==> config.mk <==
export PLATFORM = sky130hd
export DESIGN_NAME = fifo_eviction_list_with_expiry
export DESIGN_NICKNAME = d
export VERILOG_FILES = /design/src/sv/fel_pkg.sv /design/src/sv/fifo_eviction_list_with_expiry.sv /design/src/sv/fel_cell.sv
export SDC_FILE = /design/constraint.sdc
export NUM_CORES = 2
export LEC_CHECK = 0
export BUFFER_PORTS_ARGS = -buffer_cell sky130_fd_sc_hd__buf_2
export CAP_MARGIN = 10
export CORE_MARGIN = 1
export CORE_UTILIZATION = 40
export CTS_CLUSTER_DIAMETER = 60
export CTS_CLUSTER_SIZE = 28
export DETAILED_ROUTE_END_ITERATION = 7
export GPL_TIMING_DRIVEN = 0
export PLACE_DENSITY_LB_ADDON = 0.1
export SLEW_MARGIN = 20
export SYNTH_ARGS = -nofsm -noshare
export SYNTH_HDL_FRONTEND = slang
export SYNTH_SLANG_ARGS = --single-unit
==> constraint.sdc <==
create_clock -name i_clk -period 15.7 [get_ports i_clk]
set_input_delay 2.355 -clock i_clk [delete_from_list [all_inputs] [get_ports i_clk]]
set_output_delay 2.355 -clock i_clk [all_outputs]
set_load 0.005 [all_outputs]
==> src/sv/fel_pkg.sv <==
// ----------------------------------------------------------------------------
// fel_pkg: shared definitions for the FIFO eviction list
// Action and status codes, default sizes and the cell control bundle.
// ----------------------------------------------------------------------------
package fel_pkg;

    localparam int DEF_DEPTH      = 16;
    localparam int DEF_KEY_WIDTH  = 16;
    localparam int DEF_TIME_WIDTH = 64;

    localparam int ACTION_W = 3;
    localparam int STATUS_W = 2;
    localparam int COUNT_W  = 5;

    localparam logic [ACTION_W-1:0] ACT_INSERT  = 3'd0;
    localparam logic [ACTION_W-1:0] ACT_REM_OLD = 3'd1;
    localparam logic [ACTION_W-1:0] ACT_REM_KEY = 3'd2;
    localparam logic [ACTION_W-1:0] ACT_SWEEP   = 3'd3;
    localparam logic [ACTION_W-1:0] ACT_CLEAR   = 3'd4;

    localparam logic [STATUS_W-1:0] ST_DONE = 2'd0;
    localparam logic [STATUS_W-1:0] ST_FULL = 2'd1;
    localparam logic [STATUS_W-1:0] ST_NONE = 2'd2;

    // per-cell control; load wins over the shifts
    typedef struct packed {
        logic load;
        logic shift_l;
        logic shift_r;
    } t_cell_ctl;

endpackage

==> src/sv/fifo_eviction_list_with_expiry.sv <==
// ----------------------------------------------------------------------------
// fifo_eviction_list_with_expiry: age-ordered key list with expiry sweep
// Row of cells, oldest at cell 0, plus a sequencer for the five actions.
// ----------------------------------------------------------------------------
//  channel   signals                                          handshake
//  request   i_action i_entry_key i_expiry_time i_now_time   start & !busy
//  result    o_status o_removed_valid o_removed_key           o_strobe, 1 cycle
//            o_removed_count o_last
//
//  Insert, remove oldest, unknown actions and any action on an empty list:
//  result in the cycle after the request, busy stays low, one request a cycle.
//  Remove by key and sweep: busy in S_PASS, S_FINAL, S_FLUSH; one cell moves
//  through the head compare per cycle. Clear: one key out per cycle till empty.
//  Reset (i_rst_n low, synchronous) empties the list. Results cannot stall.
// ----------------------------------------------------------------------------
module fifo_eviction_list_with_expiry
    import fel_pkg::*;
#(
    parameter int DEPTH      = DEF_DEPTH,
    parameter int KEY_WIDTH  = DEF_KEY_WIDTH,
    parameter int TIME_WIDTH = DEF_TIME_WIDTH
) (
    input  logic                  i_clk,
    input  logic                  i_rst_n,
    input  logic                  start,
    output logic                  busy,
    input  logic [ACTION_W-1:0]   i_action,
    input  logic [KEY_WIDTH-1:0]  i_entry_key,
    input  logic [TIME_WIDTH-1:0] i_expiry_time,
    input  logic [TIME_WIDTH-1:0] i_now_time,
    output logic                  o_strobe,
    output logic [STATUS_W-1:0]   o_status,
    output logic                  o_removed_valid,
    output logic [KEY_WIDTH-1:0]  o_removed_key,
    output logic [COUNT_W-1:0]    o_removed_count,
    output logic                  o_last
);

    localparam int IDX_W = (DEPTH > 1) ? $clog2(DEPTH) : 1;
    localparam int CNT_W = $clog2(DEPTH + 1);

    localparam logic [2:0] S_IDLE  = 3'd0;
    localparam logic [2:0] S_PASS  = 3'd1;
    localparam logic [2:0] S_FINAL = 3'd2;
    localparam logic [2:0] S_FLUSH = 3'd3;
    localparam logic [2:0] S_CLEAR = 3'd4;

    logic [KEY_WIDTH-1:0]  key_q [DEPTH];
    logic [TIME_WIDTH-1:0] exp_q [DEPTH];
    t_cell_ctl             cell_ctl [DEPTH];

    logic [2:0]            r_state, n_state;
    logic [CNT_W-1:0]      r_count, n_count;
    logic [CNT_W-1:0]      r_rem, n_rem;
    logic                  r_sweep, n_sweep;
    logic                  r_found, n_found;
    logic [KEY_WIDTH-1:0]  r_key, n_key;
    logic [TIME_WIDTH-1:0] r_now, n_now;
    logic [KEY_WIDTH-1:0]  r_hold_key, n_hold_key;
    logic [TIME_WIDTH-1:0] r_hold_exp, n_hold_exp;
    logic                  r_pend, n_pend;
    logic [KEY_WIDTH-1:0]  r_pend_key, n_pend_key;
    logic [COUNT_W-1:0]    r_pend_cnt, n_pend_cnt;
    logic [COUNT_W-1:0]    r_k, n_k;

    logic                  r_strobe, n_strobe;
    logic [STATUS_W-1:0]   r_status, n_status;
    logic                  r_rvalid, n_rvalid;
    logic [KEY_WIDTH-1:0]  r_rkey, n_rkey;
    logic [COUNT_W-1:0]    r_rcount, n_rcount;
    logic                  r_last, n_last;

    logic                  shl, shr, ld_en;
    logic [IDX_W-1:0]      ld_idx;
    logic [KEY_WIDTH-1:0]  ld_key;
    logic [TIME_WIDTH-1:0] ld_exp;
    logic [CNT_W-1:0]      cnt_m1;
    logic                  head_hit, hold_hit;

    assign cnt_m1 = r_count - CNT_W'(1);

    assign head_hit = r_sweep ? (exp_q[0] <= r_now) : (!r_found && key_q[0] == r_key);
    assign hold_hit = r_sweep ? (r_hold_exp <= r_now) : (!r_found && r_hold_key == r_key);

    genvar gi;
    generate
        for (gi = 0; gi < DEPTH; gi++) begin : g_cell
            logic [KEY_WIDTH-1:0]  left_key, right_key;
            logic [TIME_WIDTH-1:0] left_exp, right_exp;

            if (gi == 0) begin : g_first
                assign left_key = '0;
                assign left_exp = '0;
            end else begin : g_mid_l
                assign left_key = key_q[gi-1];
                assign left_exp = exp_q[gi-1];
            end

            if (gi == DEPTH - 1) begin : g_last
                assign right_key = '0;
                assign right_exp = '0;
            end else begin : g_mid_r
                assign right_key = key_q[gi+1];
                assign right_exp = exp_q[gi+1];
            end

            // load, shift_l, shift_r
            assign cell_ctl[gi] = {ld_en && (ld_idx == IDX_W'(gi)), shl, shr};

            fel_cell #(
                .KEY_WIDTH  (KEY_WIDTH),
                .TIME_WIDTH (TIME_WIDTH)
            ) u_cell (
                .i_clk       (i_clk),
                .i_ctl       (cell_ctl[gi]),
                .i_load_key  (ld_key),
                .i_load_exp  (ld_exp),
                .i_left_key  (left_key),
                .i_left_exp  (left_exp),
                .i_right_key (right_key),
                .i_right_exp (right_exp),
                .o_key       (key_q[gi]),
                .o_exp       (exp_q[gi])
            );
        end
    endgenerate

    always_comb begin
        n_state    = r_state;
        n_count    = r_count;
        n_rem      = r_rem;
        n_sweep    = r_sweep;
        n_found    = r_found;
        n_key      = r_key;
        n_now      = r_now;
        n_hold_key = r_hold_key;
        n_hold_exp = r_hold_exp;
        n_pend     = r_pend;
        n_pend_key = r_pend_key;
        n_pend_cnt = r_pend_cnt;
        n_k        = r_k;
        n_strobe   = 1'b0;
        n_status   = ST_DONE;
        n_rvalid   = 1'b0;
        n_rkey     = '0;
        n_rcount   = '0;
        n_last     = 1'b1;
        shl        = 1'b0;
        shr        = 1'b0;
        ld_en      = 1'b0;
        ld_idx     = '0;
        ld_key     = i_entry_key;
        ld_exp     = i_expiry_time;

        case (r_state)
            S_IDLE: begin
                if (start) begin
                    case (i_action)
                        ACT_INSERT: begin
                            n_strobe = 1'b1;
                            if (r_count == CNT_W'(DEPTH)) begin
                                n_status = ST_FULL;
                            end else begin
                                ld_en   = 1'b1;
                                ld_idx  = r_count[IDX_W-1:0];
                                n_count = r_count + CNT_W'(1);
                            end
                        end
                        ACT_REM_OLD: begin
                            n_strobe = 1'b1;
                            if (r_count == '0) begin
                                n_status = ST_NONE;
                            end else begin
                                n_rvalid = 1'b1;
                                n_rkey   = key_q[0];
                                n_rcount = COUNT_W'(1);
                                shl      = 1'b1;
                                n_count  = cnt_m1;
                            end
                        end
                        ACT_REM_KEY, ACT_SWEEP: begin
                            if (r_count == '0) begin
                                n_strobe = 1'b1;
                                n_status = ST_NONE;
                            end else begin
                                // oldest entry is visited last: park it aside
                                n_hold_key = key_q[0];
                                n_hold_exp = exp_q[0];
                                shl        = 1'b1;
                                n_count    = cnt_m1;
                                n_rem      = cnt_m1;
                                n_sweep    = (i_action == ACT_SWEEP);
                                n_key      = i_entry_key;
                                n_now      = i_now_time;
                                n_found    = 1'b0;
                                n_pend     = 1'b0;
                                n_k        = '0;
                                n_state    = (r_count == CNT_W'(1)) ? S_FINAL : S_PASS;
                            end
                        end
                        ACT_CLEAR: begin
                            if (r_count == '0) begin
                                n_strobe = 1'b1;
                                n_status = ST_NONE;
                            end else begin
                                n_k     = '0;
                                n_state = S_CLEAR;
                            end
                        end
                        default: begin
                            n_strobe = 1'b1;
                        end
                    endcase
                end
            end

            S_PASS: begin
                shl = 1'b1;
                if (head_hit) begin
                    n_count    = cnt_m1;
                    n_k        = r_k + COUNT_W'(1);
                    n_found    = 1'b1;
                    // a result is held back one removal so last can be marked
                    if (r_pend) begin
                        n_strobe = 1'b1;
                        n_rvalid = 1'b1;
                        n_rkey   = r_pend_key;
                        n_rcount = r_pend_cnt;
                        n_last   = 1'b0;
                    end
                    n_pend     = 1'b1;
                    n_pend_key = key_q[0];
                    n_pend_cnt = r_k + COUNT_W'(1);
                end else begin
                    // survivor wraps round to the tail
                    ld_en  = 1'b1;
                    ld_idx = cnt_m1[IDX_W-1:0];
                    ld_key = key_q[0];
                    ld_exp = exp_q[0];
                end
                n_rem = r_rem - CNT_W'(1);
                if (r_rem == CNT_W'(1)) begin
                    n_state = S_FINAL;
                end
            end

            S_FINAL: begin
                if (hold_hit) begin
                    n_k     = r_k + COUNT_W'(1);
                    n_found = 1'b1;
                    if (r_pend) begin
                        n_strobe = 1'b1;
                        n_rvalid = 1'b1;
                        n_rkey   = r_pend_key;
                        n_rcount = r_pend_cnt;
                        n_last   = 1'b0;
                    end
                    n_pend     = 1'b1;
                    n_pend_key = r_hold_key;
                    n_pend_cnt = r_k + COUNT_W'(1);
                end else begin
                    // oldest survives: push it back in at the head
                    shr     = 1'b1;
                    ld_en   = 1'b1;
                    ld_idx  = '0;
                    ld_key  = r_hold_key;
                    ld_exp  = r_hold_exp;
                    n_count = r_count + CNT_W'(1);
                end
                n_state = S_FLUSH;
            end

            S_FLUSH: begin
                n_strobe = 1'b1;
                if (r_pend) begin
                    n_rvalid = 1'b1;
                    n_rkey   = r_pend_key;
                    n_rcount = r_pend_cnt;
                end else begin
                    n_status = r_sweep ? ST_DONE : ST_NONE;
                end
                n_pend  = 1'b0;
                n_state = S_IDLE;
            end

            S_CLEAR: begin
                n_strobe = 1'b1;
                n_rvalid = 1'b1;
                n_rkey   = key_q[0];
                n_rcount = r_k + COUNT_W'(1);
                n_k      = r_k + COUNT_W'(1);
                n_last   = (r_count == CNT_W'(1));
                shl      = 1'b1;
                n_count  = cnt_m1;
                if (r_count == CNT_W'(1)) begin
                    n_state = S_IDLE;
                end
            end

            default: begin
                n_state = S_IDLE;
            end
        endcase
    end

    always_ff @(posedge i_clk) begin
        if (!i_rst_n) begin
            r_state  <= S_IDLE;
            r_count  <= '0;
            r_pend   <= 1'b0;
            r_strobe <= 1'b0;
        end else begin
            r_state  <= n_state;
            r_count  <= n_count;
            r_pend   <= n_pend;
            r_strobe <= n_strobe;
        end
    end

    always_ff @(posedge i_clk) begin
        r_rem      <= n_rem;
        r_sweep    <= n_sweep;
        r_found    <= n_found;
        r_key      <= n_key;
        r_now      <= n_now;
        r_hold_key <= n_hold_key;
        r_hold_exp <= n_hold_exp;
        r_pend_key <= n_pend_key;
        r_pend_cnt <= n_pend_cnt;
        r_k        <= n_k;
        r_status   <= n_status;
        r_rvalid   <= n_rvalid;
        r_rkey     <= n_rkey;
        r_rcount   <= n_rcount;
        r_last     <= n_last;
    end

    assign busy            = (r_state != S_IDLE);
    assign o_strobe        = r_strobe;
    assign o_status        = r_status;
    assign o_removed_valid = r_rvalid;
    assign o_removed_key   = r_rkey;
    assign o_removed_count = r_rcount;
    assign o_last          = r_last;

endmodule

==> src/sv/fel_cell.sv <==
// ----------------------------------------------------------------------------
// fel_cell: one slot of the eviction list
// Holds a key and an expiry time; loads new data or takes a neighbor's.
// ----------------------------------------------------------------------------
module fel_cell
    import fel_pkg::*;
#(
    parameter int KEY_WIDTH  = DEF_KEY_WIDTH,
    parameter int TIME_WIDTH = DEF_TIME_WIDTH
) (
    input  logic                  i_clk,
    input  t_cell_ctl             i_ctl,
    input  logic [KEY_WIDTH-1:0]  i_load_key,
    input  logic [TIME_WIDTH-1:0] i_load_exp,
    input  logic [KEY_WIDTH-1:0]  i_left_key,
    input  logic [TIME_WIDTH-1:0] i_left_exp,
    input  logic [KEY_WIDTH-1:0]  i_right_key,
    input  logic [TIME_WIDTH-1:0] i_right_exp,
    output logic [KEY_WIDTH-1:0]  o_key,
    output logic [TIME_WIDTH-1:0] o_exp
);

    logic [KEY_WIDTH-1:0]  r_key;
    logic [TIME_WIDTH-1:0] r_exp;

    always_ff @(posedge i_clk) begin
        if (i_ctl.load) begin
            r_key <= i_load_key;
            r_exp <= i_load_exp;
        end else if (i_ctl.shift_l) begin
            r_key <= i_right_key;
            r_exp <= i_right_exp;
        end else if (i_ctl.shift_r) begin
            r_key <= i_left_key;
            r_exp <= i_left_exp;
        end
    end

    assign o_key = r_key;
    assign o_exp = r_exp;

endmodule
; Word level (Yosys, flattened, before mapping)
; Cells that the tools add are included.
[classes]
muxes = 190
n_bitwise = 1
add_sub_neg = 4
reduce_logical = 59
order_cmp = 2
n_eq_ne = 43
[ops]
columns = cell, count
row1 = $mux W64, 50
row2 = $mux W16, 58
row3 = $le A64 B64 Y1, 2
row4 = $pmux W64 S2, 1
row5 = $pmux W16 S5, 1
row6 = $mux W5, 15
row7 = $pmux W16 S2, 2
row8 = $reduce_bool A3 Y1, 18
row9 = $pmux W5 S4, 2
row10 = $eq A16 B16 Y1, 2
row11 = $eq A4 B4 Y1 const B, 8
row12 = $mux W1, 31
row13 = $pmux W5 S2, 3
row14 = $pmux W5 S5, 1
row15 = $reduce_and A6 Y1, 4
row16 = $logic_and A1 B1 Y1, 18
row17 = $eq A4 B3 Y1 const B, 4
row18 = $mux W4, 4
row19 = $ne A2 B2 Y1 const B, 8
row20 = $mux W3, 5
row21 = $eq A3 B2 Y1 const B, 4
row22 = $ne A3 B3 Y1 const B, 4
row23 = $pmux W3 S4, 1
row24 = $add A5 B1 Y5 const B, 2
row25 = 31 further kinds, 51
[word_totals]
inputBits = 150
reg_bits = 1508
output_inout_bits = 27
elab_cells = 350

; Longest topological paths before layout
[depth]
ltp_word = 8
depth_mapped = 14

; Cells and area by module
; Synthesis repeated with hierarchy kept, for this count alone.
[unflattened]
hier_cells = 6769
hier_area_um2 = 79130.9
[modules_own_cells]
columns = mod, area_per_inst_um2, instances, cells_each
row1 = fel_cell, 4134.0, 16, 348
row2 = fifo_eviction_list_with_expiry, 12987.5, 1, 1201

; Worst setup path before layout
; Ideal clock, no wire load.
[synth_timing]
path_type = input-to-reg
from = input i_action[1]
to = register r_hold_exp[0] (enable)
path_stages = 3
required_time_ps = 15016
setup_ps = 684
arrival_time_ps = 9403
path_slack_ps = 5613
path_buffers = 0
cell_sequence = nor2b_1 > nand3_1 > nor2_1
[synth_via]
elab_chain_cells = 3
elab_cells_between_ends = 4
[synth_rtl]
columns = element, line_no
row1 = "start, declared", fifo_eviction_list_with_expiry.sv:27  ; input logic [ACTION_W-1:0] i_action,
row2 = $eq A3 B2 Y1, fifo_eviction_list_with_expiry.sv:158  ; case (i_action)
row3 = $reduce_or A2 Y1 *, fifo_eviction_list_with_expiry.sv:158
row4 = $reduce_and A4 Y1 (no line) *, --
row5 = "end signal, assigned", fifo_eviction_list_with_expiry.sv:327  ; r_hold_exp <= n_hold_exp;
row6 = "end, declared", fifo_eviction_list_with_expiry.sv:60  ; logic [TIME_WIDTH-1:0] r_hold_exp, n_hold_exp;
; Every way passes the cells marked *; elsewhere a longest branch is shown, timed or not.
; A chain may end at the register's enable or synchronous reset.

; Worst setup path in the final report
[layout_timing]
from = register g_cell[0].u_cell.r_exp[63]
to = register g_cell[15].u_cell.r_exp[31] (enable)
[layout_via]
elab_chain_cells = 7
elab_cells_between_ends = 9
[layout_rtl]
columns = element, line_no
row1 = "start, declared", fel_cell.sv:24  ; logic [TIME_WIDTH-1:0] r_exp;
row2 = "start signal, assigned", fel_cell.sv:29  ; r_exp <= i_load_exp;
row3 = "start signal, assigned", fel_cell.sv:32  ; r_exp <= i_right_exp;
row4 = "start signal, assigned", fel_cell.sv:35  ; r_exp <= i_left_exp;
row5 = $le A64 B64 Y1 *, fifo_eviction_list_with_expiry.sv:82  ; assign head_hit = r_sweep ? (exp_q[0] <= r_now) : (!r_found && key_q[0] == r_key);
row6 = $mux W1 *, fifo_eviction_list_with_expiry.sv:82
row7 = $mux W4, fifo_eviction_list_with_expiry.sv:219  ; if (head_hit) begin
row8 = $pmux W4 S2, fifo_eviction_list_with_expiry.sv:155  ; case (r_state)
row9 = $eq A4 B4 Y1, fifo_eviction_list_with_expiry.sv:108  ; assign cell_ctl[gi] = {ld_en && (ld_idx == IDX_W'(gi)), shl, shr};
row10 = $logic_and A1 B1 Y1 *, fifo_eviction_list_with_expiry.sv:108
row11 = $reduce_bool A3 Y1 (no line) *, --
row12 = "end signal, assigned", fel_cell.sv:29
row13 = "end signal, assigned", fel_cell.sv:32
row14 = "end signal, assigned", fel_cell.sv:35
row15 = "end, declared", fel_cell.sv:24
; Marked as above.

==> out/results.ini <==
[power]
vdd_ir_drop_max_uv=178.2
internal_power_uw=13270
powerDensity_nw_per_um2=247.7
p_sw_uw=8690
pwr-share-clk=0.173
seqPwrFrac=0.400
leakagePower_uw=0.03607
p_sw_frac=0.3958
total_power_uw=21960
combPwrFrac=0.426

[sta]
setup_ws_ps=8317
finalHoldViolCount=0
min_period_over_period=0.4702
layout_min_cycle_time_ps=7383
rsz0062_at_grt=no
relSlewSlack=0.1878
drv_slew=0
fin_setup_tns_ps=0
fin_hold_ws_ps=453.2
setup_viol=0
timing.fmax_ghz=0.1354
skew_ps=41.42
worst_pin_slew_ps=1209

[finish]
drive_gt1_frac=0.1466
nets=6021
syn2layout_area_growth_pct=13.59

[synthesis]
synth_nets=5642
synth_area_um2=78030
yosysSeqAreaShare=0.5758
synth_area_leaders=edfxtp_1 57%, mux2i_1 31%, ha_1 2.2%
synth_edf_count=1473
synth_cell_type_count=66
synth_top_area_frac=0.5668
synth.avg_cell_area_um2=14.57
synth_ff_type=edfxtp_1
async_flop_share=0
yosys_warnings=0
postSynthCellCount=5357
synth-seq-cells=1508
synth_top_area_cell=edfxtp_1

[clocking]
clk_pin_slew_worst_paths_ps=70
numCtsBuffers=144
clock-root-buffer=clkbuf_16
cts_tree=built
cts_sinks=1508
cts-resized-gates=0
clock_tree.buffer_depth=3
hold_buffers=0
insertion_delay_ps=820
cts.htree.levels=4
post_cts_buffers=0

[routing]
wl_per_cell_um=29.02
drt-initial-drc-count=3923
drc=0
num_vias=47230
via_per_inst=5.632
firstDrtPassIters=5
detail-route-antenna-nets=0
totalWireLength_um=243300

[die]
initial_core_util=0.4039
die_h_um=443.7
coreArea_um2=193200
io_pins=177
dieArea_um2=196900
die_w_um=443.7
num_rows=161

[global_route]
grt.overflow.total=0
first_global_vias=48690
grt_first_pass_wirelength_um=349900
grtUsageTotal=0.2443
grt_max_degree=42
antenna_found_initial=13

[worst_setup_path]
reg2reg_slack_ps=8320
critical_path_arrival_ps=7870
critPathKind=flip-flop to flip-flop
cp.required_ps=16190
crit_fanout=31
startpoint_type=flip-flop
endpoint_kind=flip-flop

[outcome]
outcome=finished, final reports clean

[job]
maxCapViolCount=0

[place]
port_buffers=176
hpwl_um=177400
gp_congestion=0.8360
dp_slack_ps=8143

[hold_path]
min_path_type=flip-flop to flip-flop

## final timing paths
path | start | cells after the start | to
worst max-delay path | g_cell[0].u_cell.o_exp[63] | 15 | g_cell[15].u_cell.o_exp[31]
worst min-delay path | r_pend_cnt[0] | 1 | o_removed_count[0]
worst max register to register | g_cell[0].u_cell.o_exp[63] | 15 | g_cell[15].u_cell.o_exp[31]
worst min register to register | r_pend_cnt[0] | 1 | o_removed_count[0]
## metal layers
layer | up-vias | GRT usage | share of wire
met5 | - | 0 | 0
met4 | 0 | 0.06377 | 0.024
met3 | 232 | 0.04039 | 0.055
met2 | 1218 | 0.4029 | 0.47
met1 | 24360 | 0.3326 | 0.45
li1 | 21420 | - | -
## area by class of cell
cell class | count | area, µm²
flip-flops and latches | 1508 | 44930
multi-input cells | 3354 | 30920
plain buffers | 409 | 2073
clock inverters | 98 | 1061
repair buffers | 233 | 2197
clock buffers | 166 | 3951
well taps | 2526 | 3161
inverters | 86 | 322.8
fillers | 17190 | 104500
diodes | 6 | 15.01
## layout by cell type (no fill, tap or decap), types with 39 or more instances in the layout
master	count
mux2i_1	2400
edfxtp_1	1473
buf_2	355
nand2_1	211
clkbuf_16	156
clkbuf_1	145
ha_1	135
a21oi_1	104
a22o_1	96
inv_1	86
a21oi_2	60
buf_4	41
xor2_1	39
## power by group through the flow
stage	logic (µW)	registers (µW)	clock network [µW]
2_1_floorplan	6030	8550	0
3_3_place_gp	8640	9340	0
3_5_place_dp	9390	8860	0
4_1_cts	9420	8780	3880
5_1_grt	10100	8980	4010
6_report	9360	8790	3810
## critical path, cell delays in order (launching register included)
cell      delay, ps
edfxtp_1        540
ha_1            390
nand4_2         140
nor4_4          900
nand4_1         560
a21oi_1         700
nor3_2          270
a21oi_2         490
buf_2           670
o21ai_1         310
a21oi_1         240
clkbuf_2        440
buf_16          220
nand2b_4        540
buf_12          300
buf_12          230
## cells by family after synthesis
family,share of synthesized area
compound gates,0.03351
xor+xnor,0.004939
fa+ha+maj,0.02165
buf+inv,0.03011
flops,0.5758
mux,0.3102
simple gates,0.02380
## registers in the layout (all words and copies together) (netlist names), 16 cells and up
name and count:
r_hold_key 16, r_key 16, o_removed_key 16, g_cell.u_cell.o_key 256, g_cell.u_cell.o_exp 1024, r_now 64, r_hold_exp 64, r_pend_key 16
## synthesized netlist by cell type (all sizes together), types with 3 or more instances
library cell	n
nand3	23
ha	135
o211ai	5
a21oi	164
and3	3
o2bb2ai	3
o21a	6
a21boi	4
a22o	96
nand2	215
or3	4
a211oi	11
inv	86
buf	237
clkbuf	172
mux2	16
o21ai	36
nor3b	3
or4	5
a31oi	4
xnor2	5
xor2	39
o31ai	4
nand2b	16
and2	4
nor3	20
dfxtp	35
nor2b	7
nand4	33
a21o	8
nor2	40
edfxtp	1473
nor4	13
a221oi	8
mux2i	2400
## per-stage QoR
step           area, µm²  utilization  cells
3_5_place_dp       83590       0.4327   8115
2_1_floorplan      78030            -   5357
6_report           88640       0.4588   8386
3_3_place_gp       82070       0.4248   8059
4_1_cts            88600       0.4586   8379
5_1_grt            88630       0.4588   8381
Note: power is estimated with default switching activity, not from simulation.
